## src/hw/rtl/peer_liveness_registry_defines.svh

```systemverilog
// Assertion macros for the peer liveness registry RTL, included by the controller.
`ifndef PEER_LIVENESS_REGISTRY_DEFINES_SVH
`define PEER_LIVENESS_REGISTRY_DEFINES_SVH
// Implication checked on every clock edge outside reset.
`define PLR_ASSERT_IMPL(label, ante, cons, msg) \
    label: assert property (@(posedge clk) disable iff (!rst_n) (ante) |-> (cons)) \
        else $error(msg);
// Next-cycle implication checked outside reset.
`define PLR_ASSERT_NEXT(label, ante, cons, msg) \
    label: assert property (@(posedge clk) disable iff (!rst_n) (ante) |=> (cons)) \
        else $error(msg);
`endif

```

## src/hw/rtl/plr_pkg.sv

```systemverilog
// Types and constants for the peer liveness registry.
package plr_pkg;

    localparam logic [1:0] FUNC_HEARTBEAT = 2'd0;
    localparam logic [1:0] FUNC_APPROVE   = 2'd1;
    localparam logic [1:0] FUNC_REFRESH   = 2'd2;

    localparam logic [1:0] KIND_HB_ACK    = 2'd0;
    localparam logic [1:0] KIND_APPROVE   = 2'd1;
    localparam logic [1:0] KIND_PROBE     = 2'd2;
    localparam logic [1:0] KIND_DONE      = 2'd3;

    localparam logic [1:0] PH_HEARD    = 2'd0;
    localparam logic [1:0] PH_SENT     = 2'd1;
    localparam logic [1:0] PH_APPROVED = 2'd2;
    localparam logic [1:0] PH_DENIED   = 2'd3;

    localparam logic [1:0] CFG_PEER_EXPIRY    = 2'd0;
    localparam logic [1:0] CFG_STATUS_TIMEOUT = 2'd1;
    localparam logic [1:0] CFG_MAX_RESENDS    = 2'd2;
    localparam logic [1:0] CFG_PROBE_GAP      = 2'd3;

    typedef struct packed {
        logic [1:0]  func;
        logic [31:0] ip_addr;
        logic [15:0] port;
        logic [31:0] now;
    } plr_in_t;

    typedef struct packed {
        logic [1:0]  kind;
        logic [31:0] peer_addr;
        logic [15:0] peer_port;
        logic        ok;
        logic [5:0]  visible_count;
        logic [5:0]  pending_count;
        logic        last;
    } plr_out_t;

    // One table entry apart from its valid bit.
    typedef struct packed {
        logic [31:0] addr;
        logic [15:0] port;
        logic [1:0]  phase;
        logic        shown;
        logic [31:0] hb_time;
        logic [31:0] acc_time;
        logic [31:0] probe_time;
        logic [7:0]  probe_count;
    } plr_entry_t;

    typedef enum logic [3:0] {
        ST_IDLE, ST_SCAN_RD, ST_SCAN_EV, ST_HB_END, ST_AP_END,
        ST_RF_RD, ST_RF_EV, ST_RF_EMIT, ST_RF_DONE, ST_OUT
    } plr_state_t;

    // Commands from controller to datapath.
    typedef struct packed {
        logic clr_idx;
        logic inc_idx;
        logic rd;
        logic rd_match;
        logic scan_eval;
        logic hb_write;
        logic ap_write;
        logic rf_eval;
        logic rf_probe;
        logic ld_probe_out;
        logic ld_ack_out;
        logic ld_done_out;
    } plr_cmd_t;

    // Status from datapath to controller.
    typedef struct packed {
        logic last_idx;
        logic match_found;
        logic want_probe;
    } plr_sts_t;

endpackage

```

## src/hw/rtl/plr_ctrl.sv

```systemverilog
// Controller state machine sequencing table scans and result delivery.
`include "peer_liveness_registry_defines.svh"
module plr_ctrl import plr_pkg::*; (
    input  logic       clk,
    input  logic       rst_n,
    input  logic       in_valid,
    input  logic [1:0] func,
    output logic       in_stall,
    output logic       out_valid,
    input  logic       out_stall,
    input  logic       out_last,
    input  plr_sts_t   sts,
    output plr_cmd_t   cmd
);
    plr_state_t state_reg, state_next;
    plr_state_t ret_reg, ret_next;
    logic [1:0] func_reg;

    always_ff @(posedge clk or negedge rst_n)
    begin
        if (!rst_n)
        begin
            state_reg <= ST_IDLE;
            ret_reg <= ST_IDLE;
            func_reg <= FUNC_HEARTBEAT;
        end
        else
        begin
            state_reg <= state_next;
            ret_reg <= ret_next;
            if (state_reg == ST_IDLE && in_valid)
                func_reg <= func;
        end
    end

    assign in_stall = (state_reg != ST_IDLE);
    assign out_valid = (state_reg == ST_OUT);

    // Next state and commands.
    always_comb
    begin
        state_next = state_reg;
        ret_next = ret_reg;
        cmd = '0;
        unique case (state_reg)
            ST_IDLE:
            begin
                cmd.clr_idx = 1'b1;
                if (in_valid)
                begin
                    cmd.rd = 1'b1;
                    if (func == FUNC_REFRESH)
                        state_next = ST_RF_EV;
                    else if (func == FUNC_HEARTBEAT || func == FUNC_APPROVE)
                        state_next = ST_SCAN_EV;
                end
            end
            ST_SCAN_RD:
            begin
                cmd.rd = 1'b1;
                state_next = ST_SCAN_EV;
            end
            ST_SCAN_EV:
            begin
                cmd.scan_eval = 1'b1;
                if (sts.last_idx)
                    state_next = ST_HB_END;
                else
                begin
                    cmd.inc_idx = 1'b1;
                    state_next = ST_SCAN_RD;
                end
            end
            ST_HB_END:
            begin
                // Read the matched entry, then write and acknowledge.
                cmd.rd = sts.match_found;
                cmd.rd_match = 1'b1;
                state_next = ST_AP_END;
            end
            ST_AP_END:
            begin
                if (func_reg == FUNC_HEARTBEAT)
                    cmd.hb_write = 1'b1;
                else
                    cmd.ap_write = 1'b1;
                cmd.ld_ack_out = 1'b1;
                ret_next = ST_IDLE;
                state_next = ST_OUT;
            end
            ST_RF_RD:
            begin
                cmd.rd = 1'b1;
                state_next = ST_RF_EV;
            end
            ST_RF_EV:
            begin
                cmd.rf_eval = 1'b1;
                state_next = ST_RF_EMIT;
            end
            ST_RF_EMIT:
            begin
                if (sts.want_probe)
                begin
                    cmd.rf_probe = 1'b1;
                    cmd.ld_probe_out = 1'b1;
                    ret_next = ST_RF_DONE;
                    state_next = ST_OUT;
                end
                else
                    state_next = ST_RF_DONE;
            end
            ST_RF_DONE:
            begin
                if (sts.last_idx)
                begin
                    cmd.ld_done_out = 1'b1;
                    ret_next = ST_IDLE;
                    state_next = ST_OUT;
                end
                else
                begin
                    cmd.inc_idx = 1'b1;
                    state_next = ST_RF_RD;
                end
            end
            ST_OUT:
            begin
                if (!out_stall)
                    state_next = ret_reg;
            end
            default: state_next = ST_IDLE;
        endcase
    end

    `PLR_ASSERT_IMPL(a_no_accept_busy, state_reg != ST_IDLE, in_stall, "accept while busy")
    `PLR_ASSERT_NEXT(a_out_hold, out_valid && out_stall, out_valid, "result dropped")
    `PLR_ASSERT_IMPL(a_last_idle, out_valid && !out_stall && out_last, ret_reg == ST_IDLE,
        "last flag mismatch")
endmodule

```

## config.mk

```make
export PLATFORM = sky130hd
export DESIGN_NAME = plr_ctrl
export DESIGN_NICKNAME = d
export VERILOG_FILES = /design/src/hw/rtl/plr_pkg.sv /design/src/hw/rtl/plr_ctrl.sv
export VERILOG_INCLUDE_DIRS = /design/src /design/src/hw/rtl
export SDC_FILE = /design/constraint.sdc
export NUM_CORES = 1
export LEC_CHECK = 0
export ABC_AREA = 1
export BUFFER_PORTS_ARGS = -buffer_cell sky130_fd_sc_hd__buf_2
export CAP_MARGIN = 20
export CORE_AREA = 3 3 46 48
export CTS_CLUSTER_DIAMETER = 150
export DETAILED_ROUTE_END_ITERATION = 7
export DIE_AREA = 0 0 49 51
export PLACE_DENSITY = 0.6
export SLEW_MARGIN = 10
export SYNTH_ARGS = -nofsm -noshare
export SYNTH_HDL_FRONTEND = slang
export SYNTH_SLANG_ARGS = --single-unit
```

## constraint.sdc

```tcl
create_clock -name clk -period 1.44 [get_ports clk]
set_input_delay 0.072 -clock clk [delete_from_list [all_inputs] [get_ports clk]]
set_output_delay 0.072 -clock clk [all_outputs]
set_load 0.02 [all_outputs]
```

==> flow_summary_export.csv, run 1 <==
group,metric,value,unit
place,gp_congestion,0.860,
routing,drtAntennaViolNets,0,
job,max_cap_violations,0,
timing,finalSetupViolations,0,
routing,drc,0,
yosys,ys_ff_latch,7,
place,dpl.cell_count,127,
timing,hold_viol_final,0,
pwr,power,0.00179,W
place,dp_hpwl,1060,um
clock_tree,cts.clk_slew.worst_paths,0.05,ns
clock_tree,clockBufferDepth,2,
floorplan,rows,15,
floorplan,die_w,49,um
global_route,grt_pass1_wl,2190,um
yosys,yosys_warnings,0,
yosys,netlist_area,520,um^2
routing,met3_length,70,um
pwr,power.density,2240,mW/mm^2
timing,tns,0,ns
floorplan,coreArea,0.00175,mm^2
yosys,ys_seq_area_share,33.7,%
routing,wl_per_cell,9.55,um
routing,met1_length,533,um
hold_path,hold_depth,3,
cells_and_area,insertedDiodeCount,0,
clock_tree,numCtsBuffers,3,
timing,fin_ws,0.0464,ns
timing,finalClockSkew,0.00277,ns
hold_path,min_path_type,"in2reg",
yosys,postSynthAreaPerCell,6.43,um^2
cells_and_area,regArea,179,um^2
worst_setup_path,cp.arrival,1.32,ns
place,io_buffers,22,
cells_and_area,final_layout_size_suffix_gt1_share,51.8,%
worst_setup_path,cp-end-kind,"output port",
outcome,status,"finished, final reports clean",
timing,finalCritPeriodShare,96.8,%
clock_tree,clk_latency,0.24,ns
pwr,leakagePower,0.456,nW
clock_tree,cts_sinks,7,
routing,met2_length,693,um
global_route,antenna_found_initial,0,
pwr,irDropWorstVdd,790,uV
worst_setup_path,required,1.37,ns
clock_tree,cts_tree,"yes",
floorplan,dieArea,0.00250,mm^2
cells_and_area,final_cells,137,
routing,top_layer_used,"met4",
global_route,track_usage,11.1,%
clock_tree,cts.htree.levels,1,
worst_setup_path,start_kind,"register",
yosys,syn_nets,91,
timing,final-max-slew-violation-count,0,
floorplan,ios,24,
worst_setup_path,path_class,"reg2out",
routing,drt_first_pass_iters,4,
clock_tree,root_buffer,"clkbuf_4",
cells_and_area,utilization,45.8,%
timing,slew_headroom,84.9,%
yosys,syn_inst,81,
routing,drt_iter0_drc,13,
floorplan,start_util,29.8,%
yosys,ys_types,17,
cells_and_area,nFillCells,178,
worst_setup_path,ff2ff_path_depth,7,
cells_and_area,finalNetCount,123,
worst_setup_path,r2r_setup_slack,0.21,ns
cells_and_area,syn_to_final_growth,53.6,%
place,pre_cts_slack,0.169,ns
global_route,grt_pass1_vias,552,
cells_and_area,largest_reg_flops,4,
timing,grt_setup_unrepaired,"true",
cells_and_area,multi_input_area,318,um^2
global_route,grt_max_degree,8,
routing,totalWireLength,1310,um
global_route,gr-total-overflow,0,
floorplan,dieHeight,51,um
routing,viasPerCell,4.37,
routing,vias,599,
timing,tightestPinTransition,0.226,ns
timing,max_freq,0.718,GHz
worst_setup_path,crit_fanout,5,
timing,period_needed,1.39,ns
==> final cells by class <==
class | instances | share of cell area [%]
repair buffers | 28 | 22.4
well taps | 25 | 3.91
multi-input cells | 56 | 39.7
clock buffers | 4 | 3.29
inverters | 17 | 8.29
flip-flops and latches | 7 | 22.4
==> critical path, stage by stage (launching register included) <==
cell and delay [ns]:
dfrtp_2 0.44, nor2_4 0.16, nand2_2 0.10, inv_2 0.08, nand2_2 0.08, nand3_1 0.10
buf_6 0.12
==> timing repair <==
item / CTS / global route
pin swaps: 2 / 3
hold endpoints to repair: 7 / 0
setup endpoints to repair: 3 / 8
gates resized for setup: 4 / 20
setup buffers: 3 / 2
hold buffers: 1 / 0
==> cells in the mapped netlist (all sizes together) <==
| cell type | n | share of area, % |
|---|---|---|
| buf | 1 | 1.4 |
| nor4 | 1 | 1.2 |
| inv | 16 | 12 |
| nor2 | 13 | 12 |
| a21oi | 2 | 1.9 |
| nand2 | 21 | 16 |
| nor3 | 2 | 3.8 |
| clkinv | 1 | 0.72 |
| dfrtp | 7 | 34 |
| nand3 | 12 | 12 |
| o21ai | 5 | 4.8 |
==> cells by family after synthesis <==
family,count (synthesis),share of synthesized area [%]
and+or+nand+nor,49,45.9
buffers and inverters,18,13.7
DFF,7,33.7
AOI/OAI and AO/OA,7,6.73
==> power breakdown <==
part	internal, W	leakage [nW]	switching (W)	total (W)
Clock	0.000105	0.0150	0.0000618	0.000167
Sequential	0.000297	0.0857	0.000122	0.000419
Combinational	0.000471	0.355	0.000732	0.00120
==> per-stage QoR <==
stage / instance area, um^2 / hold WS, ns
final: 800 / 0.0976
after global routing: 800 / 0.0894
after CTS: 724 / 0.0921
after detailed placement: 657 / -0.0898
after global placement: 657 / -0.0910
after floorplan: 523 / -0.224
==> layout by cell type (no fill, tap or decap) <==
cell type / count
buf_4: 6
o21ai_1: 4
clkbuf_4: 3
o21ai_0: 1
nor2_4: 5
nand2_1: 17
nor4_1: 1
inv_4: 1
clkbuf_1: 1
nand3_2: 3
a21oi_1: 1
dfrtp_1: 4
inv_2: 8
nand3_1: 9
inv_1: 8
a21oi_2: 1
dfrtp_2: 3
dlygate4sd3_1: 1
buf_2: 18
nand2_2: 4
nor2_1: 7
nor2_2: 1
nor3_2: 2
buf_6: 3
==> path summary, 6_finish.rpt <==
path,start,endpoint
max,state_reg[3],cmd[9]
min,func[1],func_reg[1]
max reg2reg,state_reg[0],state_reg[3]
min reg2reg,ret_reg[3],ret_reg[3]
max in group asynchronous,rst_n,state_reg[3]
min in group asynchronous,rst_n,func_reg[1]
==> layer usage <==
layer | track usage, % | vias up
met5 | 0 | -
met4 | 4.27 | 0
met2 | 19.9 | 11
met3 | 2.92 | 2
met1 | 12.7 | 272
li1 | - | 314
Note: power is estimated with default switching activity, not from simulation.
==> run 2, diff against run 1 <==
--- a/config.mk
+++ b/config.mk
@@ -10,10 +10,10 @@
 export BUFFER_PORTS_ARGS = -buffer_cell sky130_fd_sc_hd__buf_2
 export CAP_MARGIN = 20
 export CORE_AREA = 3 3 46 48
+export CTS_BUF_LIST = sky130_fd_sc_hd__clkbuf_8
 export CTS_CLUSTER_DIAMETER = 150
 export DETAILED_ROUTE_END_ITERATION = 7
 export DIE_AREA = 0 0 49 51
-export PLACE_DENSITY = 0.6
 export SLEW_MARGIN = 10
 export SYNTH_ARGS = -nofsm -noshare
 export SYNTH_HDL_FRONTEND = slang
==> run 2 against run 1 <==
  * Maximum frequency is 0.85% higher
  * Core utilization is 0.43 points lower
  * Die area stayed put
  * Worst setup slack better by 0.012 ns
  * Flip-flop and latch count stayed put
  * Hold slack better by 0.022 ns
  * Sequential power is 1% higher
  * Critical endpoint unchanged
  * Largest power group unchanged
==> flow_summary_export.csv, run 2 (synthesis results as in run 1) <==
group,metric,value,unit
outcome,status,"finished, final reports clean",
global_route,grt_pass1_vias,570,
routing,drt_iter0_drc,4,
worst_setup_path,max_stage_delay,0.45,ns
place,io_buffers,22,
cells_and_area,final_common_cell,"buf_2",
pwr,power.density,2290,mW/mm^2
floorplan,rows,15,
timing,finalClockSkew,0.000758,ns
worst_setup_path,path_class,"reg2out",
worst_setup_path,cp.arrival,1.31,ns
cells_and_area,utilization,45.4,%
clock_tree,root_buffer,"clkbuf_8",
floorplan,die_w,49,um
pwr,p_int,0.000910,W
timing,final-max-slew-violation-count,0,
timing,tightestPinTransition,0.217,ns
worst_setup_path,cp-end-kind,"output port",
hold_path,min_path_type,"in2reg",
timing,hold_viol_final,0,
global_route,antenna_found_initial,0,
worst_setup_path,crit_fanout,5,
clock_tree,cts_tree,"yes",
cells_and_area,syn_to_final_growth,52.2,%
place,gp_congestion,0.860,
worst_setup_path,cpMaxStageDelayCell,"dfrtp_2",
worst_setup_path,start_kind,"register",
cells_and_area,insertedDiodeCount,0,
timing,max_freq,0.724,GHz
global_route,track_usage,11.4,%
timing,tns,0,ns
cells_and_area,final_layout_size_suffix_gt1_share,49.1,%
clock_tree,cts.clk_slew.worst_paths,0.04,ns
pwr,power,0.00181,W
pwr,pwr-share-comb,62.4,%
worst_setup_path,cp_cell_sequence,"nor2_4, buf_4, nand2_1, inv_1, nand2_1, nand3_1, buf_4",
clock_tree,cts.htree.levels,1,
routing,totalWireLength,1350,um
clock_tree,numCtsBuffers,3,
pwr,switching_share,49.8,%
clock_tree,cts_sinks,7,
timing,grt_setup_unrepaired,"true",
timing,fin_ws,0.0582,ns
cells_and_area,final_cell_mix,"buf_2, nand2_1, inv_1, nand3_1, buf_4",
pwr,p_clk_share,14.2,%
routing,drc,0,
clock_tree,clockBufferDepth,2,
global_route,gr-total-overflow,0,
pwr,p_sw,0.000904,W
timing,finalSetupViolations,0,
timing,slew_headroom,85.5,%
cells_and_area,largest_reg_flops,4,
pwr,seq_power_share,23.4,%
cells_and_area,nFillCells,184,
timing,finalCritPeriodShare,96.0,%
place,dp_hpwl,1060,um
cells_and_area,finalNetCount,123,
pwr,irDropWorstVdd,712,uV
global_route,grt_max_degree,8,
job,max_cap_violations,0,
floorplan,coreArea,0.00175,mm^2
worst_setup_path,required,1.37,ns
routing,drtAntennaViolNets,0,
floorplan,ios,24,
global_route,grt_pass1_wl,2250,um
routing,viasPerCell,4.30,
floorplan,dieHeight,51,um
pwr,leakagePower,0.465,nW
floorplan,start_util,29.8,%
timing,whs,0.120,ns
routing,drt_first_pass_iters,4,
routing,vias,589,
routing,wl_per_cell,9.83,um
place,pre_cts_slack,0.169,ns
floorplan,dieArea,0.00250,mm^2
timing,period_needed,1.38,ns
clock_tree,clk_latency,0.22,ns
## run 2: changes by cell type in the layout (fill, tap and decap cells not counted), sizes merged
cell | before | now
clkbuf | 4 | 3
inv | 17 | 18
## run 2: final cells by class
type | count | area, um^2 | area share (%)
Clock buffer | 3 | 41.3 | 5.21
Multi-Input combinational cell | 56 | 305 | 38.5
Clock inverter | 1 | 3.75 | 0.474
Timing Repair Buffer | 28 | 165 | 20.9
Inverter | 17 | 66.3 | 8.37
Tap cell | 25 | 31.3 | 3.95
Sequential cell | 7 | 179 | 22.6
## run 2: critical path, delay by kind of cell, from the launching register on
| family | cells | cell delay (ns) |
|---|---|---|
| DFF | 1 | 0.45 |
| and+or+nand+nor | 4 | 0.32 |
| buffers and inverters | 3 | 0.33 |
## run 2: repair_timing
action                                 4_1_cts  5_1_grt
pin swaps                                    2        1
endpoints found under the hold margin        7        0
gates resized for setup                      2       14
buffers inserted                             3        2
hold buffers                                 1        0
setup endpoints to repair                    1        6
## run 2: metrics by stage
| step | instance area [um^2] | instances |
|---|---|---|
| 2_1_floorplan | 523 | 81 |
| 3_3_place_gp | 657 | 127 |
| 3_5_place_dp | 657 | 127 |
| 4_1_cts | 739 | 135 |
| 5_1_grt | 792 | 137 |
| 6_report | 792 | 137 |
## run 2: worst paths after layout
kind / slack, ns / start / endpoint / cells past startpoint
worst max-delay path: 0.06 / state_reg[2] / cmd[9] / 7
worst min-delay path: 0.12 / func[1] / func_reg[1] / 3
worst max register to register: 0.21 / state_reg[0] / state_reg[3] / 7
worst min register to register: 0.47 / ret_reg[3] / ret_reg[3] / 2
max in group asynchronous: 1.06 / rst_n / state_reg[3] / 2
min in group asynchronous: 0.22 / rst_n / func_reg[1] / 2
## run 2: power groups by stage
stage / clock, W / combinational, W / sequential, W
6_report: 0.000258 / 0.00113 / 0.000424
2_1_floorplan: 0 / 0.000697 / 0.000380
4_1_cts: 0.000262 / 0.00103 / 0.000395
3_5_place_dp: 0 / 0.000937 / 0.000396
3_3_place_gp: 0 / 0.000934 / 0.000390
5_1_grt: 0.000274 / 0.00125 / 0.000442
## run 2: metal layers
layer / routed length [um] / vias up / track usage [%]
met1: 595 / 264 / 12.7
met5: 0 / - / 0
li1: - / 312 / -
met4: 8 / 0 / 4.27
met2: 692 / 11 / 21.0
met3: 51 / 2 / 2.92
==> run 3, diff against run 2 <==
--- a/config.mk
+++ b/config.mk
@@ -6,14 +6,13 @@
 export SDC_FILE = /design/constraint.sdc
 export NUM_CORES = 1
 export LEC_CHECK = 0
-export ABC_AREA = 1
 export BUFFER_PORTS_ARGS = -buffer_cell sky130_fd_sc_hd__buf_2
 export CAP_MARGIN = 20
-export CORE_AREA = 3 3 46 48
+export CORE_AREA = 3 3 48 50
 export CTS_BUF_LIST = sky130_fd_sc_hd__clkbuf_8
 export CTS_CLUSTER_DIAMETER = 150
 export DETAILED_ROUTE_END_ITERATION = 7
-export DIE_AREA = 0 0 49 51
+export DIE_AREA = 0 0 51 53
 export SLEW_MARGIN = 10
 export SYNTH_ARGS = -nofsm -noshare
 export SYNTH_HDL_FRONTEND = slang
==> run 3 against run 2 <==
  * The run now ends with negative setup slack left
  * Flip-flop and latch count unchanged
  * Clock-buffer cell count did not move
  * Cell area is 31% higher
  * Clock skew increased by 0.00082 ns
  * Non-clock buffer count increased by 16
  * Global-route usage grew 0.91 points
  * Maximum frequency fell by 6.9%
  * Synthesized area grew 10%
  * Clock power rose by 2%
  * Die area grew 8.2%
  * Core utilization grew 8.2 points
  * Critical path type unchanged
  * Largest power group unchanged
==> flow_summary_export.csv, run 3 <==
group,metric,value,unit
place,pre_cts_slack,0.0393,ns
outcome,failed_checks,"negative setup slack",
worst_setup_path,max_stage_delay,0.46,ns
timing,max_freq,0.674,GHz
timing,grt_setup_unrepaired,"true",
yosys,netlist_area,574,um^2
timing,finalClockSkew,0.00158,ns
place,gp_congestion,0.710,
worst_setup_path,start_kind,"register",
floorplan,start_util,29.6,%
yosys,synth_top_area_cell,"dfrtp_1",
floorplan,coreArea,0.00194,mm^2
pwr,leakagePower,0.504,nW
global_route,track_usage,12.4,%
routing,totalWireLength,1750,um
yosys,synth_edf_count,0,
timing,whs,0.0970,ns
clock_tree,cts_sinks,7,
pwr,power.density,2280,mW/mm^2
global_route,grt_pass1_wl,2540,um
worst_setup_path,path_class,"reg2out",
global_route,antenna_found_initial,0,
yosys,synth_common_cells,"nor2_1, dfrtp_1, o21ai_0, nand2_1",
floorplan,dieHeight,53,um
clock_tree,clockBufferDepth,2,
floorplan,die_w,51,um
timing,finalCritPeriodShare,103,%
floorplan,dieArea,0.00270,mm^2
worst_setup_path,path_buf_inv,4,
yosys,synth_top_area_share,30.5,%
routing,wl_per_cell,12.9,um
worst_setup_path,cp-end-kind,"output port",
worst_setup_path,crit_fanout,8,
routing,drc,0,
clock_tree,cts.clk_slew.worst_paths,0.04,ns
routing,viasPerCell,4.94,
clock_tree,cts.htree.levels,1,
worst_setup_path,required,1.37,ns
yosys,synth.most_common_cell,"nor2_1",
worst_setup_path,cpMaxStageDelayCell,"dfrtp_2",
floorplan,rows,16,
place,dp_hpwl,1080,um
clock_tree,numCtsBuffers,3,
yosys,async_flop_share,100,%
cells_and_area,utilization,53.6,%
pwr,irDropWorstVdd,1390,uV
timing,hold_viol_final,0,
worst_setup_path,crit_family,"buffers and inverters",
yosys,yosys_warnings,0,
timing,final-max-slew-violation-count,0,
routing,vias,672,
global_route,grt_pass1_vias,581,
cells_and_area,syn_to_final_growth,81.3,%
yosys,syn_nets,77,
hold_path,min_path_type,"in2reg",
clock_tree,clk_latency,0.22,ns
cells_and_area,final_common_cell,"buf_4",
yosys,synth_area_leaders,"dfrtp_1, nor2_1, o21ai_0, buf_4, mux2_1",
timing,period_needed,1.48,ns
cells_and_area,final_cell_mix,"buf_4, buf_2, buf_6",
clock_tree,root_buffer,"clkbuf_8",
outcome,status,"finished, violations left",
yosys,synth_flop_cell,"dfrtp_1",
routing,drt_first_pass_iters,4,
place,io_buffers,22,
cells_and_area,insertedDiodeCount,0,
cells_and_area,finalNetCount,120,
floorplan,ios,24,
cells_and_area,final_cells,136,
cells_and_area,largest_reg_flops,4,
cells_and_area,nFillCells,185,
yosys,ys_seq_area_share,30.5,%
timing,tightestPinTransition,0.296,ns
yosys,ys_ff_latch,7,
yosys,ys_types,33,
worst_setup_path,cp.arrival,1.41,ns
timing,slew_headroom,80.0,%
yosys,postSynthAreaPerCell,8.57,um^2
place,dpl.cell_count,117,
global_route,grt_max_degree,13,
timing,fin_ws,-0.0442,ns
yosys,syn_inst,67,
global_route,gr-total-overflow,0,
timing,finalSetupViolations,4,
cells_and_area,final_layout_size_suffix_gt1_share,61.5,%
worst_setup_path,cp_common_cell,"buf_4",
clock_tree,cts_tree,"yes",
job,max_cap_violations,0,
routing,drtAntennaViolNets,0,
routing,drt_iter0_drc,15,
worst_setup_path,cp_cell_sequence,"buf_4, nor4_4, buf_4, inv_2, buf_6",
-- run 3: final timing paths --
path,slack [ns],cells after the start,start,end
setup / recovery,-0.04,5,state_reg[2],in_stall
hold / removal,0.1,2,func[1],func_reg[1]
setup reg to reg,-0.01,5,state_reg[1],state_reg[2]
hold reg to reg,0.50,1,ret_reg[3],ret_reg[3]
max in group asynchronous,1.06,2,rst_n,state_reg[3]
min in group asynchronous,0.21,2,rst_n,func_reg[0]
-- run 3: kinds of logic after synthesis --
logic type | count (synthesis) | share of synthesized area (%)
AOI/OAI and AO/OA | 19 | 22.7
DFF | 7 | 30.5
buffers and inverters | 9 | 8.93
xor gates and xnor gates | 2 | 3.05
and+or+nand+nor | 28 | 30.9
muxes | 2 | 3.92
-- run 3: timing repair --
action	in CTS	in global routing
resized for setup	11	32
gates cloned	0	1
buffers inserted	5	8
pin swaps	1	6
hold endpoints to repair	7	0
hold buffers	1	0
endpoints found under the setup margin	10	13
-- run 3: power breakdown --
part | switching [W] | internal [W]
registers | 0.000127 | 0.000292
logic | 0.000794 | 0.000898
clock network | 0.0000800 | 0.000184
-- run 3: final cells by class --
type / instances / area, um^2 / share of cell area, %
Multi-Input combinational cell: 51 / 419 / 40.3
Timing Repair Buffer: 44 / 350 / 33.7
Sequential cell: 7 / 178 / 17.1
Clock buffer: 3 / 41.3 / 3.97
Tap cell: 27 / 33.8 / 3.25
Inverter: 3 / 15.0 / 1.44
Clock inverter: 1 / 3.75 / 0.361
-- run 3: metrics by stage --
step	cell area (um^2)	total power, W	TNS (ns)
final	1040	0.00237	-0.102
after global routing	1040	0.00253	-0.566
after CTS	855	0.00193	-0.142
after detailed placement	731	0.00148	0
after global placement	731	0.00146	0
after floorplan	574	0.00116	-0.0226
-- run 3: worst register-to-register path: cells and delay by family, from the launching register on --
| family | cells | cell delay, ns |
|---|---|---|
| DFF | 1 | 0.43 |
| buffers and inverters | 2 | 0.29 |
| AOI/OAI and AO/OA | 3 | 0.66 |
-- run 3: routing by layer --
layer / track usage (%) / wire, um
met5: 0 / 0
met4: 1.35 / 0
met3: 4.23 / 132
met2: 20.6 / 911
met1: 15.8 / 711
